## src/hdl/css_pkg.sv

```systemverilog
`timescale 1ns / 1ps

package css_pkg;

   localparam int TIME_W    = 17;
   localparam int DATE_W    = 21;
   localparam int TOL_W     = 17;
   localparam int HOLD_W    = 32;
   localparam int TMO_W     = 16;
   localparam int STAMP_W   = 32;
   localparam int CSR_AW    = 4;
   localparam int CSR_DW    = 32;

   localparam logic [TOL_W-1:0]  TOL_RESET  = TOL_W'(1);
   localparam logic [HOLD_W-1:0] HOLD_RESET = HOLD_W'(43200);
   localparam logic [TMO_W-1:0]  TMO_RESET  = TMO_W'(1);

   // sync flag bit positions
   localparam int F_RADIO = 0;
   localparam int F_RTC   = 1;
   localparam int F_INT   = 2;
   localparam int F_FINAL = 3;

   typedef enum logic [1:0] {
      SRC_NONE  = 2'd0,
      SRC_RADIO = 2'd1,
      SRC_RTC   = 2'd2,
      SRC_INT   = 2'd3
   } src_type;

   typedef enum logic [1:0] {
      CSR_TOLERANCE = 2'd0,
      CSR_HOLDOVER  = 2'd1,
      CSR_TIMEOUT   = 2'd2
   } csr_index_type;

   typedef struct packed {
      logic [TOL_W-1:0]  sync_tolerance_s;
      logic [HOLD_W-1:0] radio_holdover_s;
      logic [TMO_W-1:0]  source_timeout_s;
   } cfg_type;

   typedef struct packed {
      logic              radio_new;
      logic [TIME_W-1:0] radio_time;
      logic [DATE_W-1:0] radio_date;
      logic              rtc_new;
      logic [TIME_W-1:0] rtc_time;
      logic [DATE_W-1:0] rtc_date;
      logic              internal_new;
      logic [TIME_W-1:0] internal_time;
      logic [DATE_W-1:0] internal_date;
      logic              second_tick;
      logic              rtc_write_done;
      logic              internal_write_ok;
   } req_item_type;

   typedef struct packed {
      logic [TIME_W-1:0] final_time;
      logic [DATE_W-1:0] final_date;
      logic              final_synced;
      src_type           final_source;
      logic              rtc_write_req;
      logic              internal_write_req;
      logic              radio_synced;
      logic              rtc_synced;
      logic              internal_synced;
   } rsp_item_type;

   // |a_time - b_time| beyond tolerance, or a different date
   function automatic logic differs(input logic [TIME_W-1:0] at,
                                    input logic [DATE_W-1:0] ad,
                                    input logic [TIME_W-1:0] bt,
                                    input logic [DATE_W-1:0] bd,
                                    input logic [TOL_W-1:0]  tol);
      logic [TIME_W-1:0] mag;
      mag = (at >= bt) ? (at - bt) : (bt - at);
      return (mag > tol) || (ad != bd);
   endfunction

   function automatic logic expired(input logic [STAMP_W-1:0] now,
                                    input logic [STAMP_W-1:0] stamp,
                                    input logic [STAMP_W-1:0] limit);
      logic [STAMP_W-1:0] age;
      age = now - stamp;
      return age > limit;
   endfunction

endpackage

```

## src/hdl/css_core.sv

```systemverilog
`timescale 1ns / 1ps

module css_core (
   input  logic                  clock,
   input  logic                  reset,
   input  logic                  step,
   input  css_pkg::req_item_type item,
   input  css_pkg::cfg_type      cfg,
   output css_pkg::rsp_item_type result
);
   import css_pkg::*;

   logic [STAMP_W-1:0] sec_ff, sec_in;
   logic [STAMP_W-1:0] radio_stamp_ff, radio_stamp_in;
   logic [STAMP_W-1:0] rtc_stamp_ff, rtc_stamp_in;
   logic [STAMP_W-1:0] int_stamp_ff, int_stamp_in;
   logic [STAMP_W-1:0] fin_stamp_ff, fin_stamp_in;
   logic [3:0]         flags_ff, flags_in;
   logic [TIME_W-1:0]  rtc_time_ff, rtc_time_in;
   logic [DATE_W-1:0]  rtc_date_ff, rtc_date_in;
   logic [TIME_W-1:0]  int_time_ff, int_time_in;
   logic [DATE_W-1:0]  int_date_ff, int_date_in;
   logic [TIME_W-1:0]  ch_time_ff, ch_time_in;
   logic [DATE_W-1:0]  ch_date_ff, ch_date_in;
   src_type            ch_src_ff, ch_src_in;
   logic               fin_set;
   logic               rtc_req;
   logic               int_req;

   always_comb begin
      flags_in       = flags_ff;
      sec_in         = sec_ff;
      radio_stamp_in = radio_stamp_ff;
      rtc_stamp_in   = rtc_stamp_ff;
      int_stamp_in   = int_stamp_ff;
      fin_stamp_in   = fin_stamp_ff;
      rtc_time_in    = rtc_time_ff;
      rtc_date_in    = rtc_date_ff;
      int_time_in    = int_time_ff;
      int_date_in    = int_date_ff;
      ch_time_in     = ch_time_ff;
      ch_date_in     = ch_date_ff;
      ch_src_in      = ch_src_ff;
      fin_set        = 1'b0;
      rtc_req        = 1'b0;
      int_req        = 1'b0;

      if (item.rtc_write_done) flags_in[F_RTC] = 1'b1;
      if (item.second_tick) sec_in = sec_ff + STAMP_W'(1);

      // stamp fresh readings; store the RTC and internal ones
      if (item.radio_new) radio_stamp_in = sec_in;
      if (item.rtc_new) begin
         rtc_time_in  = item.rtc_time;
         rtc_date_in  = item.rtc_date;
         rtc_stamp_in = sec_in;
      end
      if (item.internal_new) begin
         int_time_in  = item.internal_time;
         int_date_in  = item.internal_date;
         int_stamp_in = sec_in;
      end

      // radio first
      if (item.radio_new) begin
         ch_time_in   = item.radio_time;
         ch_date_in   = item.radio_date;
         ch_src_in    = SRC_RADIO;
         fin_stamp_in = sec_in;
         fin_set      = 1'b1;
         if (differs(item.radio_time, item.radio_date, rtc_time_in, rtc_date_in,
                     cfg.sync_tolerance_s)) begin
            rtc_req         = 1'b1;
            flags_in[F_RTC] = 1'b0;
         end
         flags_in[F_RADIO] = 1'b1;
      end

      // battery RTC
      if (item.rtc_new) begin
         if (!flags_in[F_RTC]) begin
            if (!flags_in[F_RADIO]) flags_in[F_RTC] = 1'b1;
         end else if (!fin_set) begin
            ch_time_in   = rtc_time_in;
            ch_date_in   = rtc_date_in;
            ch_src_in    = SRC_RTC;
            fin_stamp_in = sec_in;
            fin_set      = 1'b1;
         end
      end

      // internal clock resync from a valid external final time
      if (item.internal_new && (flags_in[F_FINAL] || fin_set) && ch_src_in != SRC_INT) begin
         if (differs(int_time_in, int_date_in, ch_time_in, ch_date_in,
                     cfg.sync_tolerance_s)) begin
            int_req         = 1'b1;
            flags_in[F_INT] = item.internal_write_ok;
         end
      end

      if (fin_set) flags_in[F_FINAL] = 1'b1;

      // timeouts on the tick, then holdover on the internal clock
      if (item.second_tick) begin
         if (flags_in[F_RADIO] && expired(sec_in, radio_stamp_in, cfg.radio_holdover_s))
            flags_in[F_RADIO] = 1'b0;
         if (flags_in[F_RTC] && expired(sec_in, rtc_stamp_in,
                                        STAMP_W'(cfg.source_timeout_s)))
            flags_in[F_RTC] = 1'b0;
         if (flags_in[F_INT] && expired(sec_in, int_stamp_in,
                                        STAMP_W'(cfg.source_timeout_s)))
            flags_in[F_INT] = 1'b0;
         if (flags_in[F_FINAL] && expired(sec_in, fin_stamp_in,
                                          STAMP_W'(cfg.source_timeout_s)))
            flags_in[F_FINAL] = 1'b0;
         if (!flags_in[F_FINAL]) begin
            ch_time_in   = int_time_in;
            ch_date_in   = int_date_in;
            ch_src_in    = SRC_INT;
            fin_stamp_in = sec_in;
            if (flags_in[F_INT]) flags_in[F_FINAL] = 1'b1;
         end
      end

      result.final_time         = ch_time_in;
      result.final_date         = ch_date_in;
      result.final_synced       = flags_in[F_FINAL];
      result.final_source       = ch_src_in;
      result.rtc_write_req      = rtc_req;
      result.internal_write_req = int_req;
      result.radio_synced       = flags_in[F_RADIO];
      result.rtc_synced         = flags_in[F_RTC];
      result.internal_synced    = flags_in[F_INT];
   end

   always_ff @(posedge clock) begin
      if (reset) begin
         sec_ff         <= '0;
         radio_stamp_ff <= '0;
         rtc_stamp_ff   <= '0;
         int_stamp_ff   <= '0;
         fin_stamp_ff   <= '0;
         flags_ff       <= '0;
         rtc_time_ff    <= '0;
         rtc_date_ff    <= '0;
         int_time_ff    <= '0;
         int_date_ff    <= '0;
         ch_time_ff     <= '0;
         ch_date_ff     <= '0;
         ch_src_ff      <= SRC_NONE;
      end else if (step) begin
         sec_ff         <= sec_in;
         radio_stamp_ff <= radio_stamp_in;
         rtc_stamp_ff   <= rtc_stamp_in;
         int_stamp_ff   <= int_stamp_in;
         fin_stamp_ff   <= fin_stamp_in;
         flags_ff       <= flags_in;
         rtc_time_ff    <= rtc_time_in;
         rtc_date_ff    <= rtc_date_in;
         int_time_ff    <= int_time_in;
         int_date_ff    <= int_date_in;
         ch_time_ff     <= ch_time_in;
         ch_date_ff     <= ch_date_in;
         ch_src_ff      <= ch_src_in;
      end
   end

endmodule

```

## src/hdl/clock_source_selector_unit.sv

```systemverilog
`timescale 1ns / 1ps
// Clock source selector.
// One req item is one poll cycle: fresh radio, battery RTC and internal clock
// readings (each with its _new bit), the one-second tick and the outcomes of
// earlier clock writes. One rsp item comes back for every req item, in order:
// the chosen time and date, its source and sync state, the RTC / internal
// write requests and the per-source sync flags after that poll.
// Handshake: an item moves on a rising edge with valid high and stall low.
// Path: the input register, then one pass of selection logic into the result
// register, which drives rsp. Throughput: one item per cycle while rsp is
// not stalled, set by the single-pass selection between the two registers;
// the seconds count and stamps update as the item passes.
// Receiver stall: the result register holds; the input register still takes
// one more item, then req_stall rises until the result is taken.
// Reset (synchronous, active high): both registers empty, all stamps, readings
// and sync flags cleared, source none, registers back to their defaults.
// CSR (APB-style, pready tied high): 0x0 sync tolerance, 0x4 radio holdover,
// 0x8 source timeout. Write only while no item is in flight.

module clock_source_selector_unit (
   input  logic                        clock,
   input  logic                        reset,
   // poll items
   input  logic                        req_valid,
   output logic                        req_stall,
   input  logic                        req_radio_new,
   input  logic [css_pkg::TIME_W-1:0]  req_radio_time,
   input  logic [css_pkg::DATE_W-1:0]  req_radio_date,
   input  logic                        req_rtc_new,
   input  logic [css_pkg::TIME_W-1:0]  req_rtc_time,
   input  logic [css_pkg::DATE_W-1:0]  req_rtc_date,
   input  logic                        req_internal_new,
   input  logic [css_pkg::TIME_W-1:0]  req_internal_time,
   input  logic [css_pkg::DATE_W-1:0]  req_internal_date,
   input  logic                        req_second_tick,
   input  logic                        req_rtc_write_done,
   input  logic                        req_internal_write_ok,
   // results
   output logic                        rsp_valid,
   input  logic                        rsp_stall,
   output logic [css_pkg::TIME_W-1:0]  rsp_final_time,
   output logic [css_pkg::DATE_W-1:0]  rsp_final_date,
   output logic                        rsp_final_synced,
   output logic [1:0]                  rsp_final_source,
   output logic                        rsp_rtc_write_req,
   output logic                        rsp_internal_write_req,
   output logic                        rsp_radio_synced,
   output logic                        rsp_rtc_synced,
   output logic                        rsp_internal_synced,
   // configuration
   input  logic                        csr_psel,
   input  logic                        csr_penable,
   input  logic                        csr_pwrite,
   input  logic [css_pkg::CSR_AW-1:0]  csr_paddr,
   input  logic [css_pkg::CSR_DW-1:0]  csr_pwdata,
   output logic [css_pkg::CSR_DW-1:0]  csr_prdata,
   output logic                        csr_pready
);
   import css_pkg::*;

   cfg_type      cfg_ff, cfg_in;
   logic         in_valid_ff, in_valid_in;
   req_item_type in_item_ff;
   logic         out_valid_ff, out_valid_in;
   rsp_item_type out_item_ff;
   rsp_item_type core_result;
   logic         req_take;
   logic         move;
   logic         csr_write;

   // ---- CSR ----
   assign csr_pready = 1'b1;
   assign csr_write  = csr_psel && csr_penable && csr_pwrite && csr_pready;

   always_comb begin
      cfg_in = cfg_ff;
      if (csr_write) begin
         case (csr_paddr[3:2])
            CSR_TOLERANCE: cfg_in.sync_tolerance_s = csr_pwdata[TOL_W-1:0];
            CSR_HOLDOVER:  cfg_in.radio_holdover_s = csr_pwdata[HOLD_W-1:0];
            CSR_TIMEOUT:   cfg_in.source_timeout_s = csr_pwdata[TMO_W-1:0];
            default:       cfg_in = cfg_ff;   // unmapped: dropped
         endcase
      end
   end

   always_comb begin
      case (csr_paddr[3:2])
         CSR_TOLERANCE: csr_prdata = CSR_DW'(cfg_ff.sync_tolerance_s);
         CSR_HOLDOVER:  csr_prdata = CSR_DW'(cfg_ff.radio_holdover_s);
         CSR_TIMEOUT:   csr_prdata = CSR_DW'(cfg_ff.source_timeout_s);
         default:       csr_prdata = '0;
      endcase
   end

   always_ff @(posedge clock) begin
      if (reset) begin
         cfg_ff.sync_tolerance_s <= TOL_RESET;
         cfg_ff.radio_holdover_s <= HOLD_RESET;
         cfg_ff.source_timeout_s <= TMO_RESET;
      end else begin
         cfg_ff <= cfg_in;
      end
   end

   // ---- two-register pipe ----
   // move: the held item passes through the selector into the result register
   assign move      = in_valid_ff && (!out_valid_ff || !rsp_stall);
   assign req_stall = in_valid_ff && !move;
   assign req_take  = req_valid && !req_stall;

   always_comb begin
      in_valid_in = in_valid_ff;
      if (req_take)  in_valid_in = 1'b1;
      else if (move) in_valid_in = 1'b0;

      out_valid_in = out_valid_ff;
      if (move)            out_valid_in = 1'b1;
      else if (!rsp_stall) out_valid_in = 1'b0;
   end

   always_ff @(posedge clock) begin
      if (reset) begin
         in_valid_ff  <= 1'b0;
         out_valid_ff <= 1'b0;
      end else begin
         in_valid_ff  <= in_valid_in;
         out_valid_ff <= out_valid_in;
      end
   end

   // payload registers, no reset needed
   always_ff @(posedge clock) begin
      if (req_take) begin
         in_item_ff.radio_new         <= req_radio_new;
         in_item_ff.radio_time        <= req_radio_time;
         in_item_ff.radio_date        <= req_radio_date;
         in_item_ff.rtc_new           <= req_rtc_new;
         in_item_ff.rtc_time          <= req_rtc_time;
         in_item_ff.rtc_date          <= req_rtc_date;
         in_item_ff.internal_new      <= req_internal_new;
         in_item_ff.internal_time     <= req_internal_time;
         in_item_ff.internal_date     <= req_internal_date;
         in_item_ff.second_tick       <= req_second_tick;
         in_item_ff.rtc_write_done    <= req_rtc_write_done;
         in_item_ff.internal_write_ok <= req_internal_write_ok;
      end
      if (move) out_item_ff <= core_result;
   end

   // selector and its state; state advances only when an item passes
   css_core u_core (
      .clock  (clock),
      .reset  (reset),
      .step   (move),
      .item   (in_item_ff),
      .cfg    (cfg_ff),
      .result (core_result)
   );

   assign rsp_valid              = out_valid_ff;
   assign rsp_final_time         = out_item_ff.final_time;
   assign rsp_final_date         = out_item_ff.final_date;
   assign rsp_final_synced       = out_item_ff.final_synced;
   assign rsp_final_source       = out_item_ff.final_source;
   assign rsp_rtc_write_req      = out_item_ff.rtc_write_req;
   assign rsp_internal_write_req = out_item_ff.internal_write_req;
   assign rsp_radio_synced       = out_item_ff.radio_synced;
   assign rsp_rtc_synced         = out_item_ff.rtc_synced;
   assign rsp_internal_synced    = out_item_ff.internal_synced;

endmodule

```

## config.mk

```make
export PLATFORM = sky130hd
export DESIGN_NAME = clock_source_selector_unit
export DESIGN_NICKNAME = d
export VERILOG_FILES = /design/src/hdl/css_pkg.sv /design/src/hdl/css_core.sv /design/src/hdl/clock_source_selector_unit.sv
export SDC_FILE = /design/constraint.sdc
export NUM_CORES = 2
export LEC_CHECK = 0
export BUFFER_PORTS_ARGS = -buffer_cell sky130_fd_sc_hd__buf_2
export CORE_MARGIN = 2
export CORE_UTILIZATION = 60
export CTS_BUF_LIST = sky130_fd_sc_hd__clkbuf_16
export CTS_CLUSTER_SIZE = 10
export DETAILED_ROUTE_END_ITERATION = 8
export MAX_ROUTING_LAYER = met4
export PLACE_DENSITY = 0.79
export SKIP_LAST_GASP = 1
export SLEW_MARGIN = 20
export SYNTH_ARGS = -nofsm -noshare
export SYNTH_HDL_FRONTEND = slang
export SYNTH_HIERARCHICAL = 1
export SYNTH_SLANG_ARGS = --single-unit
```

## constraint.sdc

```tcl
create_clock -name clock -period 8.62 [get_ports clock]
set_input_delay 1.724 -clock clock [delete_from_list [all_inputs] [get_ports clock]]
set_output_delay 1.724 -clock clock [all_outputs]
set_load 0.03 [all_outputs]
```

==> impl_metrics.tcl <==
set metrics [dict create \
    post_drt_via_cell_ratio 6.04 \
    ys_types 87 \
    globalplace.congestion 0.998 \
    die_w_um 245 \
    cts_tree "done" \
    dp_hpwl_um 73700 \
    die_h_um 245 \
    syn_area_per_cell_um2 8.54 \
    postCtsSetupBuffers 0 \
    area_growth_syn_to_layout_pct 10.5 \
    numClockSinks 513 \
    critPathCaptureType "register" \
    pre_cts_ws_ps 1020 \
    setup_violations 0 \
    drtIter0Drc 2623 \
    htreeDepth 2 \
    grt_util_all_layers 0.335 \
    fmax_mhz 131 \
    syn_nets 4567 \
    drive_above_1_share 0.103 \
    drv_slew 0 \
    die_area_um2 60200 \
    ys_seq_elements 513 \
    clk_pin_slew_ps 60 \
    cts_resized 0 \
    crit_path_start_kind "register" \
    async_flop_share 0 \
    antenna_found_initial 2 \
    layout.area.seq_um2 11900 \
    vdd_drop_max_v 0.000196 \
    holdBufCountCts 0 \
    setup_slack_ps 963 \
    clockBufferDepth 3 \
    cts_made_buffers 60 \
    drc 0 \
    syn_inst 4092 \
    worst_slew_pin_slew_ps 1070 \
    core_area_um2 57600 \
    io_buffer_count 240 \
    fillers 4789 \
    wl_per_cell_um 19.8 \
    report.power.total_mw 6.63 \
    nets 4732 \
    clk_latency_ps 670 \
    seq_area_frac_synth 0.342 \
    grt_pass1_wl_um 155000 \
    dr.pass1.iters 6 \
    yosys_warnings 6 \
    final.setup.tns_ps 0 \
    path_class "reg2reg" \
    holdWs_ps 457 \
    pwr_density_cell_nw_per_um2 172 \
    required_ps 9160 \
    outcome "completed" \
    ios 244 \
    layout_min_cycle_time_ps 7660 \
    finalHoldViolCount 0 \
    slew_headroom 0.284 \
    synth_edf_count 166 \
    start_util 0.607 \
    skew_ps 67.4 \
    min_period_over_period 0.888 \
    synth_area_um2 34900 \
    fp-row-count 88 \
    max_cap_violations 0 \
    hp-class "reg2reg" \
    synthFlopType "dfxtp_1" \
    grt_max_degree 179 \
    power_leakage_nw 16.8 \
    grt_pass1_vias 28500 \
    rsz0062_at_grt "false" \
    most-common-layout-cells "nand2_1 (426), nor2_1 (422), dfxtp_1 (347), ha_1 (304), a21oi_1 (279)" \
    ant_nets 0 \
    final_common_cell "nand2_1" \
    worst-path-max-fanout 10 \
    wl_um 100000 \
    cts-root-buf "clkbuf_16" \
    worst_ep_arrival_time_ps 8200 \
    multi_input_area_um2 21300 \
    gr-total-overflow 0 \
    num_vias 30600 \
]
==> layer usage <==
metal | part of all wire | GRT usage | vias up
li1 | - | - | 14800
met1 | 0.43 | 0.430 | 14400
met2 | 0.46 | 0.531 | 1112
met3 | 0.065 | 0.0423 | 226
met4 | 0.047 | 0.144 | 0
met5 | 0 | - | -
==> worst max-delay path, stage by stage (launching register included) <==
cell       delay, ps
dfxtp_1          420
ha_1             220
and4_1           260
and2_1           310
nor2b_1          380
nand3_1          140
xor2_1           600
inv_1            260
ha_1             450
a21oi_1          270
o21ai_0          180
a41oi_1          220
xnor2_1          110
ha_1             320
nand4_1          150
or3_1            450
nor3_1           360
o211ai_1         140
a2111oi_0        390
and4_1           270
nand4_1          220
o21ai_4          550
buf_4            340
mux2i_1          330
mux2i_1          120
nor2_1           120
==> sequential cells by signal, summed over array words and instances (netlist names), 2 cells and up <==
register and count:
cfg_ff 65, in_item_ff 120, u_core/ch_date_ff 21, u_core/int_date_ff 21, u_core/radio_stamp_ff 32, u_core/rtc_date_ff 21
u_core/sec_ff 32, u_core/fin_stamp_ff 32, u_core/ch_src_ff 2, u_core/int_stamp_ff 32, u_core/int_time_ff 17, u_core/rtc_time_ff 17
u_core/ch_time_ff 17, u_core/flags_ff 4, rsp_final_source 2, rsp_final_time 17, rsp_final_date 21, u_core/rtc_stamp_ff 32
==> worst paths after layout <==
kind,start,end,slack (ps),cells after the start
min reg2reg,u_core/rtc_date_ff[10],u_core/rtc_date_ff[10],460,2
max reg2reg,u_core/sec_ff[0],u_core/ch_time_ff[5],960,25
max,u_core/sec_ff[0],u_core/ch_time_ff[5],960,25
min,u_core/rtc_date_ff[10],u_core/rtc_date_ff[10],460,2
==> Yosys cell counts (12+ instances only) <==
cell type,count,share of area
a2111oi_0,17,0.0043
a211oi_1,133,0.029
a21o_1,88,0.019
a21oi_1,280,0.040
a31oi_1,21,0.0038
and2_1,34,0.0061
and3_1,25,0.0045
and4_1,13,0.0033
buf_1,26,0.0028
buf_2,20,0.0029
clkbuf_1,149,0.016
dfxtp_1,347,0.20
edfxtp_1,166,0.14
ha_1,304,0.11
inv_1,220,0.024
mux2i_1,261,0.075
nand2_1,426,0.046
nand2b_1,105,0.019
nand3_1,53,0.0076
nand4_1,57,0.010
nor2_1,422,0.045
nor2b_1,39,0.0070
nor3_1,44,0.0063
nor4_1,12,0.0021
o211ai_1,19,0.0041
o21a_1,114,0.025
o21ai_0,249,0.036
o21bai_1,26,0.0056
or2b_2,18,0.0045
or3_1,23,0.0041
xnor2_1,142,0.036
xor2_1,74,0.019
==> stage by stage <==
step,std cells,util,cell area (um2)
detailed placement,4960,0.640,36800
finish,5066,0.670,38600
CTS,5064,0.670,38600
global route,5066,0.670,38600
global placement,4960,0.640,36800
floorplan,4092,-,34900
==> area by class of cell <==
class                      count  area share
clock inverter                44     0.00664
clock buffer                  60      0.0389
timing repair buffer         313      0.0472
inverter                     220      0.0215
multi-input combinational   3149       0.552
sequential                   513       0.309
antenna                        2    0.000130
tap                          765      0.0248
==> where the power goes <==
part / leakage, nW / switching [mW] / internal [mW]
logic: 11.4 / 0.985 / 0.660
registers: 4.43 / 0.0694 / 2.62
clock network: 0.957 / 1.04 / 1.25
total: 16.8 / 2.10 / 4.53
==> cells by family after synthesis <==
logic type,count (synthesis),share of synthesized area
DFF,513,0.342
buffers and inverters,430,0.0497
other,1,0.000107
adders and majority gates,312,0.113
xor gates and xnor gates,217,0.0546
and+or+nand+nor,1303,0.173
muxes,268,0.0771
AOI/OAI and AO/OA,1048,0.190
No activity file was read; power rests on OpenSTA's default activity.
